File: config.mk
export PLATFORM = sky130hd
export DESIGN_NAME = integer_to_radix_string
export DESIGN_NICKNAME = d
export VERILOG_FILES = /design/src/design/i2rs_pkg.sv /design/src/design/i2rs_cell.sv /design/src/design/integer_to_radix_string.sv
export VERILOG_INCLUDE_DIRS = /design/src /design/src/design
export SDC_FILE = /design/constraint.sdc
export NUM_CORES = 2
export LEC_CHECK = 0
export ABC_CLOCK_PERIOD_IN_PS = 15600
export BUFFER_PORTS_ARGS = -buffer_cell sky130_fd_sc_hd__buf_4
export CORE_MARGIN = 10
export CORE_UTILIZATION = 60
export CTS_BUF_LIST = sky130_fd_sc_hd__clkbuf_8
export DETAILED_ROUTE_END_ITERATION = 6
export GPL_TIMING_DRIVEN = 0
export MAX_ROUTING_LAYER = met4
export PLACE_DENSITY_LB_ADDON = 0.08
export SLEW_MARGIN = 20
export SYNTH_ARGS = -nofsm -noshare
export SYNTH_HDL_FRONTEND = slang
export SYNTH_SLANG_ARGS = --single-unit
File: constraint.sdc
create_clock -name clk -period 15.6 [get_ports clk]
set_input_delay 2.34 -clock clk [delete_from_list [all_inputs] [get_ports clk]]
set_output_delay 2.34 -clock clk [all_outputs]
set_load 0.005 [all_outputs]
File: src/design/assert_macros.svh
// ----------------------------------------------------------------------------
// Assertion macros
// Shared concurrent assertion helpers; they compile to nothing in synthesis.
// ----------------------------------------------------------------------------
`ifndef ASSERT_MACROS_SVH
`define ASSERT_MACROS_SVH

`ifndef SYNTHESIS

// The consequent must hold in the same cycle as the antecedent.
`define ASSERT_SAME(label, clk, rst_n, ante, cons) \
    label: assert property (@(posedge clk) disable iff (!rst_n) (ante) |-> (cons)) \
        else $error("same-cycle assertion failed");

// The consequent must hold in the cycle after the antecedent.
`define ASSERT_NEXT(label, clk, rst_n, ante, cons) \
    label: assert property (@(posedge clk) disable iff (!rst_n) (ante) |=> (cons)) \
        else $error("next-cycle assertion failed");

`else

`define ASSERT_SAME(label, clk, rst_n, ante, cons)
`define ASSERT_NEXT(label, clk, rst_n, ante, cons)

`endif

`endif

File: src/design/i2rs_pkg.sv
// ----------------------------------------------------------------------------
// i2rs_pkg
// Types, constants and helpers shared by the radix string converter.
// ----------------------------------------------------------------------------
package i2rs_pkg;

    localparam int DEFAULT_VALUE_BITS = 64;
    localparam int DEFAULT_MAX_DIGITS = 64;

    localparam int VALUE_W = 64;
    localparam int RADIX_W = 6;
    localparam int DIGIT_W = 6;
    localparam int CHAR_W  = 8;

    localparam logic [RADIX_W-1:0] RADIX_MIN = 6'd2;
    localparam logic [RADIX_W-1:0] RADIX_MAX = 6'd36;

    localparam logic [DIGIT_W-1:0] DIGIT_NINE = 6'd9;

    localparam logic [CHAR_W-1:0] ASCII_ZERO   = 8'h30;
    localparam logic [CHAR_W-1:0] ASCII_NINE   = 8'h39;
    localparam logic [CHAR_W-1:0] ASCII_LOWER_A = 8'h61;
    localparam logic [CHAR_W-1:0] ASCII_LOWER_Z = 8'h7a;
    localparam logic [CHAR_W-1:0] ALPHA_OFFSET = ASCII_LOWER_A - 8'd10;

    // Control broadcast to every digit cell.
    typedef struct packed {
        logic clear;
        logic shift;
    } cell_ctrl_t;

    // Carry that travels from one cell to its more significant neighbor.
    typedef struct packed {
        logic valid;
        logic carry;
    } cell_link_t;

    // Maps a digit value to its ASCII character.
    function automatic logic [CHAR_W-1:0] ascii_of(input logic [DIGIT_W-1:0] d);
        logic [CHAR_W-1:0] dw;
        dw = {{(CHAR_W-DIGIT_W){1'b0}}, d};
        if (d > DIGIT_NINE)
            return dw + ALPHA_OFFSET;
        return dw + ASCII_ZERO;
    endfunction

endpackage

File: src/design/i2rs_cell.sv
// ----------------------------------------------------------------------------
// i2rs_cell
// One digit cell: clears, shifts in, or doubles, adds a bit, reduces by radix.
// ----------------------------------------------------------------------------
module i2rs_cell
    import i2rs_pkg::*;
(
    input  logic               clk,
    input  logic               rst_n,
    input  logic [RADIX_W-1:0] radix,
    input  cell_ctrl_t         ctrl,
    input  cell_link_t         link_in,
    input  logic [DIGIT_W-1:0] shift_in,
    output cell_link_t         link_out,
    output logic [DIGIT_W-1:0] digit
);

    logic [DIGIT_W-1:0] digit_reg;
    logic [DIGIT_W-1:0] digit_next;
    cell_link_t         link_reg;
    cell_link_t         link_next;

    logic [DIGIT_W:0] doubled;
    logic [DIGIT_W:0] reduced;
    logic             wrap;

    // The digit is always below the radix, so one subtraction is enough.
    assign doubled = {digit_reg, link_in.carry};
    assign reduced = doubled - {1'b0, radix};
    assign wrap    = (doubled >= {1'b0, radix});

    always_comb
    begin
        digit_next      = digit_reg;
        link_next.valid = 1'b0;
        link_next.carry = 1'b0;
        if (ctrl.clear)
        begin
            digit_next = '0;
        end
        else if (ctrl.shift)
        begin
            digit_next = shift_in;
        end
        else if (link_in.valid)
        begin
            digit_next      = wrap ? reduced[DIGIT_W-1:0] : doubled[DIGIT_W-1:0];
            link_next.valid = 1'b1;
            link_next.carry = wrap;
        end
    end

    always_ff @(posedge clk or negedge rst_n)
    begin
        if (!rst_n)
        begin
            digit_reg <= '0;
            link_reg  <= '0;
        end
        else
        begin
            digit_reg <= digit_next;
            link_reg  <= link_next;
        end
    end

    assign digit    = digit_reg;
    assign link_out = link_reg;

endmodule

File: src/design/integer_to_radix_string.sv
// ----------------------------------------------------------------------------
// integer_to_radix_string
// Converts an unsigned binary value to ASCII digits in a radix from 2 to 36.
// ----------------------------------------------------------------------------
// A transaction is accepted when start is high while busy is low. The block
// then stays busy for a time that does not depend on the value or radix.
// It first feeds the value's bits, most significant first, into a row of
// MAX_DIGITS digit cells; each carry moves one cell per cycle, so the
// conversion goes on until the carries of the last bit have reached the
// last cell. It then shifts the whole row out from its most significant
// end, one digit per cycle, skipping leading zeros as it goes, and goes idle
// when the least significant digit has been shifted out. Characters
// appear on character and last_char for one cycle each, marked by strobe,
// most significant first, one per cycle with no gaps once the first has
// appeared; last_char marks the final one. The receiver cannot stall the
// output, so it must take every strobe. A zero value yields the single
// character '0'. A radix below two counts as two, one above thirty-six as
// thirty-six. Only the low VALUE_BITS bits of value are used, and if the
// number needs more than MAX_DIGITS digits only the least significant
// MAX_DIGITS digits are produced, zeros at their top included. busy falls in
// the cycle that shows the last character, so a new start may be taken in
// that very cycle.
// ----------------------------------------------------------------------------
`include "assert_macros.svh"

module integer_to_radix_string
    import i2rs_pkg::*;
#(
    parameter int VALUE_BITS = DEFAULT_VALUE_BITS,
    parameter int MAX_DIGITS = DEFAULT_MAX_DIGITS
)
(
    input  logic               clk,
    input  logic               rst_n,
    input  logic               start,
    input  logic [VALUE_W-1:0] value,
    input  logic [RADIX_W-1:0] radix,
    output logic               busy,
    output logic               strobe,
    output logic [CHAR_W-1:0]  character,
    output logic               last_char
);

    localparam int CONV_CYCLES = VALUE_BITS + MAX_DIGITS - 1;
    localparam int CNT_W       = $clog2(CONV_CYCLES);
    localparam int REM_W       = $clog2(MAX_DIGITS + 1);

    typedef enum logic [1:0] {
        IDLE,
        CONV,
        EMIT
    } state_t;

    state_t                 state_reg;
    logic [CNT_W-1:0]       cnt_reg;
    logic [REM_W-1:0]       remain_reg;
    logic                   started_reg;
    logic                   overflow_reg;
    logic [VALUE_BITS-1:0]  shift_reg;
    logic [RADIX_W-1:0]     radix_reg;
    logic                   strobe_reg;
    logic [CHAR_W-1:0]      character_reg;
    logic                   last_char_reg;

    logic [RADIX_W-1:0]     radix_clamped;
    logic                   accept;
    logic [DIGIT_W-1:0]     top_digit;
    logic                   overflow;
    logic                   skip_zero;

    cell_ctrl_t             ctrl;
    cell_link_t             link_w [MAX_DIGITS+1];
    logic [DIGIT_W-1:0]     digit_w [MAX_DIGITS];

    assign accept = start && (state_reg == IDLE);

    always_comb
    begin
        if (radix < RADIX_MIN)
            radix_clamped = RADIX_MIN;
        else if (radix > RADIX_MAX)
            radix_clamped = RADIX_MAX;
        else
            radix_clamped = radix;
    end

    // Clear the row when a transaction is taken; shift it out while emitting.
    assign ctrl.clear = accept;
    assign ctrl.shift = (state_reg == EMIT);

    // Bits enter cell 0 most significant first, one per conversion cycle, until the last bit is in.
    assign link_w[0].valid = (state_reg == CONV) && (cnt_reg < CNT_W'(VALUE_BITS));
    assign link_w[0].carry = shift_reg[VALUE_BITS-1];

    // Cell 0 holds the least significant digit; the carry out of the last
    // cell is the part of the number beyond MAX_DIGITS digits and is dropped.
    for (genvar i = 0; i < MAX_DIGITS; i++)
    begin : g_cell
        logic [DIGIT_W-1:0] shift_in;
        if (i == 0)
        begin : g_first
            assign shift_in = '0;
        end
        else
        begin : g_rest
            assign shift_in = digit_w[i-1];
        end

        i2rs_cell u_cell (
            .clk      (clk),
            .rst_n    (rst_n),
            .radix    (radix_reg),
            .ctrl     (ctrl),
            .link_in  (link_w[i]),
            .shift_in (shift_in),
            .link_out (link_w[i+1]),
            .digit    (digit_w[i])
        );
    end

    assign top_digit = digit_w[MAX_DIGITS-1];

    // A set carry out of the last cell means the number has more digits than
    // the row holds. The final such carry lands in the first emit cycle, so
    // it is looked at directly as well as through the sticky flag.
    assign overflow = overflow_reg ||
                      (link_w[MAX_DIGITS].valid && link_w[MAX_DIGITS].carry);

    // A leading zero is passed over unless it is the only digit left, or the
    // digits shown are only the low part of a longer number.
    assign skip_zero = !started_reg && !overflow && (top_digit == '0) &&
                       (remain_reg != REM_W'(1));

    always_ff @(posedge clk or negedge rst_n)
    begin
        if (!rst_n)
        begin
            state_reg     <= IDLE;
            cnt_reg       <= '0;
            remain_reg    <= '0;
            started_reg   <= 1'b0;
            overflow_reg  <= 1'b0;
            shift_reg     <= '0;
            radix_reg     <= RADIX_MIN;
            strobe_reg    <= 1'b0;
            character_reg <= '0;
            last_char_reg <= 1'b0;
        end
        else
        begin
            strobe_reg    <= 1'b0;
            last_char_reg <= 1'b0;
            case (state_reg)
                IDLE:
                begin
                    if (start)
                    begin
                        shift_reg    <= value[VALUE_BITS-1:0];
                        radix_reg    <= radix_clamped;
                        cnt_reg      <= '0;
                        overflow_reg <= 1'b0;
                        state_reg    <= CONV;
                    end
                end
                CONV:
                begin
                    shift_reg <= shift_reg << 1;
                    cnt_reg   <= cnt_reg + 1'b1;
                    if (overflow)
                        overflow_reg <= 1'b1;
                    if (cnt_reg == CNT_W'(CONV_CYCLES - 1))
                    begin
                        remain_reg  <= REM_W'(MAX_DIGITS);
                        started_reg <= 1'b0;
                        state_reg   <= EMIT;
                    end
                end
                EMIT:
                begin
                    remain_reg <= remain_reg - 1'b1;
                    if (!skip_zero)
                    begin
                        started_reg   <= 1'b1;
                        strobe_reg    <= 1'b1;
                        character_reg <= ascii_of(top_digit);
                        last_char_reg <= (remain_reg == REM_W'(1));
                    end
                    if (remain_reg == REM_W'(1))
                        state_reg <= IDLE;
                end
                default:
                begin
                    state_reg <= IDLE;
                end
            endcase
        end
    end

    assign busy      = (state_reg != IDLE);
    assign strobe    = strobe_reg;
    assign character = character_reg;
    assign last_char = last_char_reg;

    // Once the first character is out, the rest follow without a gap.
    `ASSERT_NEXT(a_no_gap, clk, rst_n, strobe && !last_char, strobe)
    // The final character coincides with the block going idle.
    `ASSERT_SAME(a_last_idle, clk, rst_n, strobe && last_char, !busy)
    // Only the carry out of the last cell may still be in flight while the
    // digits shift out; no carry reaches the last cell any more.
    `ASSERT_SAME(a_row_settled, clk, rst_n, state_reg == EMIT, !link_w[MAX_DIGITS-1].valid)
    // Every character is a decimal digit or a lower-case letter.
    `ASSERT_SAME(a_char_range, clk, rst_n, strobe,
        (character >= ASCII_ZERO && character <= ASCII_NINE) ||
        (character >= ASCII_LOWER_A && character <= ASCII_LOWER_Z))

endmodule

Word-level counts from Yosys, hierarchy flattened
Index checks and enable logic that the tools add are counted.

storage, ports and cells
  register bits after elaboration = 610
  input bits = 73
  output and inout bits = 11

cells by class
  add/sub/neg operators = 68
  $lt $le $gt $ge = 68
  equal/unequal tests = 10
  mux-type cells = 475
  bitwise gates (word level) = 1
  reduce and logical (&&, ||, !) cells = 85

operators with widths
  cell                                                           count
  2-to-1 mux 6 bit                                               258
  greater-or-equal comparator 7 x 6 -> 1 bit                     64
  2-to-1 mux 2 bit                                               195
  subtractor 6 bit                                               64
  nonzero test 3 bit                                             64
  case mux 64 bit (2 select lines)                               1
  2-to-1 mux 64 bit                                              1
  case mux 7 bit (2 select lines)                                2
  2-to-1 mux 8 bit                                               2
  2-to-1 mux 7 bit                                               2
  2-to-1 mux 1 bit                                               11
  AND reduction 3 bit                                            3
  adder 6 x 7 -> 8 bit, second input constant                    1
  AND reduction 2 bit                                            4
  adder 6 x 6 -> 7 bit, second input constant                    1
  adder 7 x 1 -> 7 bit, second input constant                    1
  equality test 7 x 1 -> 1 bit, second input constant            1
  equality test 7 bit, second input constant                     1
  < comparator 7 bit, second input constant                      1
  inequality test 7 x 1 -> 1 bit, second input constant          1
  subtractor 7 x 1 -> 7 bit, second input constant               1
  greater-than comparator 6 x 4 -> 1 bit, second input constant  1
  greater-than comparator 6 bit, second input constant           1
  logical AND 1 bit                                              6
  13 further kinds                                               20

Longest topological paths before layout
  depth in word-level cells = 9
  mapped depth = 10
  gate-level depth less buffers = 10

By module
Synthesis repeated with hierarchy kept, for this count alone.

second synthesis, totals
  cell total of the unflattened synthesis = 6077
  area total of the unflattened synthesis = 52494.1 µm²

by module, submodules not included
  module                              instances  cells an instance  area each (µm²)  sequential area each (µm²)
  i2rs_cell at g_cell[27].u_cell ...  37         86                 748.2            200.2
  i2rs_cell at g_cell[0].u_cell ...   27         90                 755.7            200.2
  integer_to_radix_string             1          465                4405.5           2453.6

Worst setup path after synthesis
Ideal clock, no wire load.

  path kind = flip-flop to flip-flop
  start point = register radix_reg[1]
  end point = register g_cell[9].u_cell.digit_reg[0]
  setup time = 0.087 ns
  arrival = 5.902 ns
  data required time = 15.513 ns
  path slack = 9.611 ns
  cell stages (with the launch flop) = 8
  buffers on the path = 0
  period minus slack after synthesis = 5.989 ns
  cell sequence = dfstp_2 inv_1 ha_1 a21o_1 a221oi_2 o2bb2ai_2 mux2_2 a22oi_1

on the way
  longest elaborated chain between the ends = 5

RTL lines
  what                                        line                            RTL
  start: declaration                          integer_to_radix_string.sv:60   logic [RADIX_W-1:0] radix_reg;
  start signal: assignment                    integer_to_radix_string.sv:159  radix_reg <= radix_clamped;
  greater-or-equal comparator 7 x 6 -> 1 bit  i2rs_cell.sv:30                 assign wrap = (doubled >= {1'b0, radix});
  2-to-1 mux 6 bit                            i2rs_cell.sv:47                 digit_next = wrap ? reduced[DIGIT_W-1:0] : doubled[DIGIT_W-1:0];
  2-to-1 mux 6 bit                            i2rs_cell.sv:45                 else if (link_in.valid)
  2-to-1 mux 6 bit                            i2rs_cell.sv:41                 else if (ctrl.shift)
  2-to-1 mux 6 bit                            i2rs_cell.sv:37                 if (ctrl.clear)
  end signal: assignment                      i2rs_cell.sv:62                 digit_reg <= digit_next;
  end: declaration                            i2rs_cell.sv:18                 logic [DIGIT_W-1:0] digit_reg;

Every way passes these cells. The select of a mux whose other input is x is not followed.
A chain may end at the register's enable or synchronous reset.

Worst setup path in the final report
  start point = input start
  end point = register g_cell[61].u_cell.digit_reg[5]

on the way
  longest elaborated chain between the ends = 2

RTL lines
  what                                                              line                           RTL
  start: declaration                                                integer_to_radix_string.sv:35  input logic start,
  logical AND 1 bit *                                               integer_to_radix_string.sv:75  assign accept = start && (state_reg == IDLE);
  nonzero test 3 bit (no line) or 2-to-1 mux 6 bit (tied branches)  -
  end signal: assignment                                            i2rs_cell.sv:62
  end: declaration                                                  i2rs_cell.sv:18

Mark *: on every way between the ends. The rest lies on a longest branch, timed or not.

==> impl.org <==
** Route
- DRC Markers :: 0
- The first routing iteration left 3467 violations.
- For this run, the detailed router's first-pass iteration total came to 6.
- The routed design has 142900 µm of wire.
- For this block, the via count after detailed routing is 41425.
- Detailed-route wire length per cell :: 22.04 µm
- Routed via count divided by cell count :: 6.386
- Once detail routing completed, the nets flagged for antenna violations numbered 0.

** STA
- The worst path uses 27.57% of the clock period.
- RSZ-0062 raised after global routing :: no
- Sum of negative setup slack :: 0 ns
- Tmin final :: 4.301 ns
- Timing would allow up to 0.2325 GHz.
- Worst Max-Slew Pin Slew :: 1.289 ns
- Measured against its own limit, the worst slew margin works out to 14.09%.
- Setup violations, final :: 0
- Final Slew Violations :: 0
- On the final layout, the worst clock skew is 0.04142 ns.
- The number of hold violations in the final report was 0.
- The worst path meets setup with 11.30 ns of slack.

** Synthesis
- Post-Syn Instances :: 5150
- Counting flops and latches in the post-synthesis netlist gives 610.
- The number of nets in the synthesized netlist is 5744.
- The Yosys step of the flow raised 0 warnings.
- Of all flip-flops after synthesis, the portion carrying an async set or reset was 100.0%.
- Sequential-to-total area share from yosys stat :: 32.72%
- In the post-synthesis netlist, the cell with the most instances is sky130_fd_sc_hd__nand2_1.
- Area of the mapped netlist :: 46650 µm²
- A synthesized cell averages 9.058 µm².
- Area fraction of the dominant cell type after synthesis :: 32.67%
- In the synthesized netlist the dominant register cell turns out to be sky130_fd_sc_hd__dfrtp_1.
- Of all cell types, the one taking the most synthesized area is sky130_fd_sc_hd__dfrtp_1.
- Number of distinct library cells after synthesis :: 80
- Synth top area cells :: sky130_fd_sc_hd__dfrtp_1 33%, sky130_fd_sc_hd__ha_1 12%, sky130_fd_sc_hd__nand2_1 5.5%
- In the synthesized netlist, the cells that appear most often are 685 x sky130_fd_sc_hd__nand2_1, 609 x sky130_fd_sc_hd__dfrtp_1, 457 x sky130_fd_sc_hd__ha_1.
- Number of synthesized flops with an enable pin :: 0

** Worst setup path
- At the worst endpoint, the required time is 16.23 ns.
- Launch instance of the worst register-to-register path :: radix_reg[4]$_DFFE_PN0P_
- Worst setup slack for register-to-register paths :: 12.36 ns
- Critical Path Source Type :: input pin
- Of all nets on the critical path, the largest fanout is 10.
- The number of cells on the worst reg-to-reg path is 9.
- STA classifies the critical path endpoint as a flip-flop.
- By startpoint and endpoint, the worst setup path is classified as input pin to flip-flop.
- In this run the critical register-to-register path is captured at g_cell[11].u_cell.digit[0]$_DFFE_PN0P_.
- At the worst endpoint, the arrival time is 4.93 ns.

** Pwr
- Summed over all cells, the static leakage comes to 23.01 nW.
- Highest ir drop seen on vdd :: 141.4 µV
- Power density of the placed cells :: 271.6 nW/µm²

** Floorplanning
- In this run the core area contains 102 standard-cell rows.
- Floorplan die area :: 89310 µm²
- DIE HEIGHT :: 298.8 µm
- Pin placement for this block handled 84 I/O pins.
- Die width :: 298.8 µm
- The initial utilization of the core area, before any placement, comes to 60.42%.
- Placeable core area :: 77210 µm²

** Placed design
- Setup slack at placement :: 10.68 ns
- The placed instances occupy a cell area of 49050 µm².
- Once placement completed, the tool counted placed cells totaling 6289.
- # port buffers :: 83
- Detailed placement ended at an HPWL of 100200 µm.
- Gpl congestion :: 0.9420

** Cells and area
- Multi-input logic area :: 29600 µm²
- Registers take 15270 µm².
- The final layout contains 5954 nets.
- Cells with a size suffix above 1 make up 8.652% of the layout.
- Fin area :: 51490 µm²
- Number of flip-flops in the largest register :: 384
- After filler insertion, the fill cell instance count of the layout stands at 6557.
- Area Overhead vs Synth :: 10.37%
- Final instance count without filler cells :: 6487

** Clock network
- Clock-pin slew was measured on the worst setup and hold paths at 0.06 ns.
- Clock insertion delay at the later pin of the skew report :: 0.77 ns
- After clock tree synthesis, the flow added hold-fix buffers numbering 0.
- Number of instances resized during post-cts repair :: 0
- In this run, CTS created clock tree buffers numbering 109.
- H-tree depth :: 3
- The clock passes through at most 3 buffers.
- Post-CTS setup buffer count :: 0
- Clock sink count :: 610
- TritonCTS built the clock tree.
- The tree is rooted in a sky130_fd_sc_hd__clkbuf_8.

** Global routing
- The initial antenna violation count came to 2.
- The via count of the first global-routing pass came to 40495.
- Entering global routing, the biggest net connects 95 pins.
- Across every metal layer, demand over resource in global routing totals 32.02%.
- Total congestion overflow :: 0
- Wire length of the first global-routing pass :: 224400 µm

** Flow run
- The tool flagged a number of max-cap violations equal to 0.

** Outcome
- The run finished with clean final reports.

** Min path
- The startpoint identified for the worst hold timing path is shift_reg[38]$_DFFE_PN0P_.
- The tightest min-delay check is of the flip-flop to flip-flop type.
- Number of stages on the worst hold path :: 2
- For hold timing, the worst endpoint is shift_reg[38]$_DFFE_PN0P_.
==> layout by cell type (no fill, tap or decap), drive strengths merged, types with 12 or more instances in the layout <==
master and n:
a211o 17, a211oi 53, a21boi 12, a21o 112, a21oi 326, a221oi 34
a22oi 184, a2bb2oi 20, a31oi 18, a32oi 137, a41oi 33, and2 55
and2b 17, and3 13, buf 182, clkbuf 273, clkinv 17, dfrtp 609
fa 64, ha 457, inv 260, mux2 73, mux2i 206, nand2 685
nand2b 59, nand3 63, nand4 22, nor2 291, nor2b 133, nor3 69
o21a 72, o21ai 469, o221ai 62, o31a 59, o31ai 31, or4 13
xnor2 60, xor2 106
==> worst max-delay path: stages <==
cell                       delay (ns)
sky130_fd_sc_hd__buf_4           0.11
sky130_fd_sc_hd__nor2_1          0.06
sky130_fd_sc_hd__nor2_2          0.68
sky130_fd_sc_hd__clkbuf_1        1.01
sky130_fd_sc_hd__nor2_1          0.32
sky130_fd_sc_hd__a22oi_1         0.28
sky130_fd_sc_hd__o31ai_1         0.12
==> final cells by class <==
type,instances,area share [%]
Clock buffer,143,3.823
Multi-Input combinational cell,4096,57.49
Sequential cell,610,29.66
Timing Repair Buffer,99,2.066
Inverter,231,1.738
Buffer,213,1.781
Clock inverter,52,0.8991
Antenna cell,3,0.01458
Tap cell,1040,2.527
==> stage by stage <==
stage | hold slack, ns | utilization, % | power (mW)
after floorplan | 0.4459 | - | 10.10
after global placement | 0.4579 | 62.91 | 11.83
after detailed placement | 0.4626 | 63.52 | 12.15
after CTS | 0.4775 | 66.67 | 13.88
after global routing | 0.5022 | 66.68 | 15.20
final | 0.4755 | 66.68 | 13.98
==> metal layers <==
layer	part of all wire (%)	GRT usage, %	vias up
li1	-	-	19354
met1	42	40.28	20199
met2	47	51.14	1468
met3	6.7	4.547	404
met4	4.6	13.98	0
met5	0	-	-
==> report_power, final <==
part	total, mW	leakage (nW)	switching (mW)	internal (mW)
clock	1.69	1.35	0.758	0.929
sequential	2.99	7.64	0.734	2.26
combinational	9.30	14.0	5.15	4.16
total	14.0	23.0	6.64	7.34
==> worst max-delay path by stage <==
stage / startpoint / endpoint / slack, ns / depth (start not counted)
after floorplan: radix_reg[1]$_DFFE_PN1P_ / g_cell[9].u_cell.digit[0]$_DFFE_PN0P_ / 9.61 / 7
after global routing: start / g_cell[42].u_cell.digit[5]$_DFFE_PN0P_ / 11.39 / 7
after CTS: start / g_cell[61].u_cell.digit[5]$_DFFE_PN0P_ / 11.47 / 7
final: start / g_cell[61].u_cell.digit[5]$_DFFE_PN0P_ / 11.30 / 7
after global placement: rst_n / shift_reg[55]$_DFFE_PN0P_ / 5.09 / 1
after detailed placement: start / g_cell[63].u_cell.digit[5]$_DFFE_PN0P_ / 10.68 / 7
==> cells by family after synthesis <==
| kind of cell | count (synthesis) | synth area share, % |
|---|---|---|
| AO/OA/AOI/OAI | 1674 | 24.85 |
| flip-flops | 610 | 32.72 |
| AND/OR/NAND/NOR | 1455 | 14.15 |
| adder cells (fa/ha/maj) | 522 | 15.02 |
| multiplexers | 279 | 6.311 |
| XOR/XNOR | 166 | 3.117 |
| buffers and inverters | 444 | 3.822 |
No activity file was read; power rests on OpenSTA's default activity.
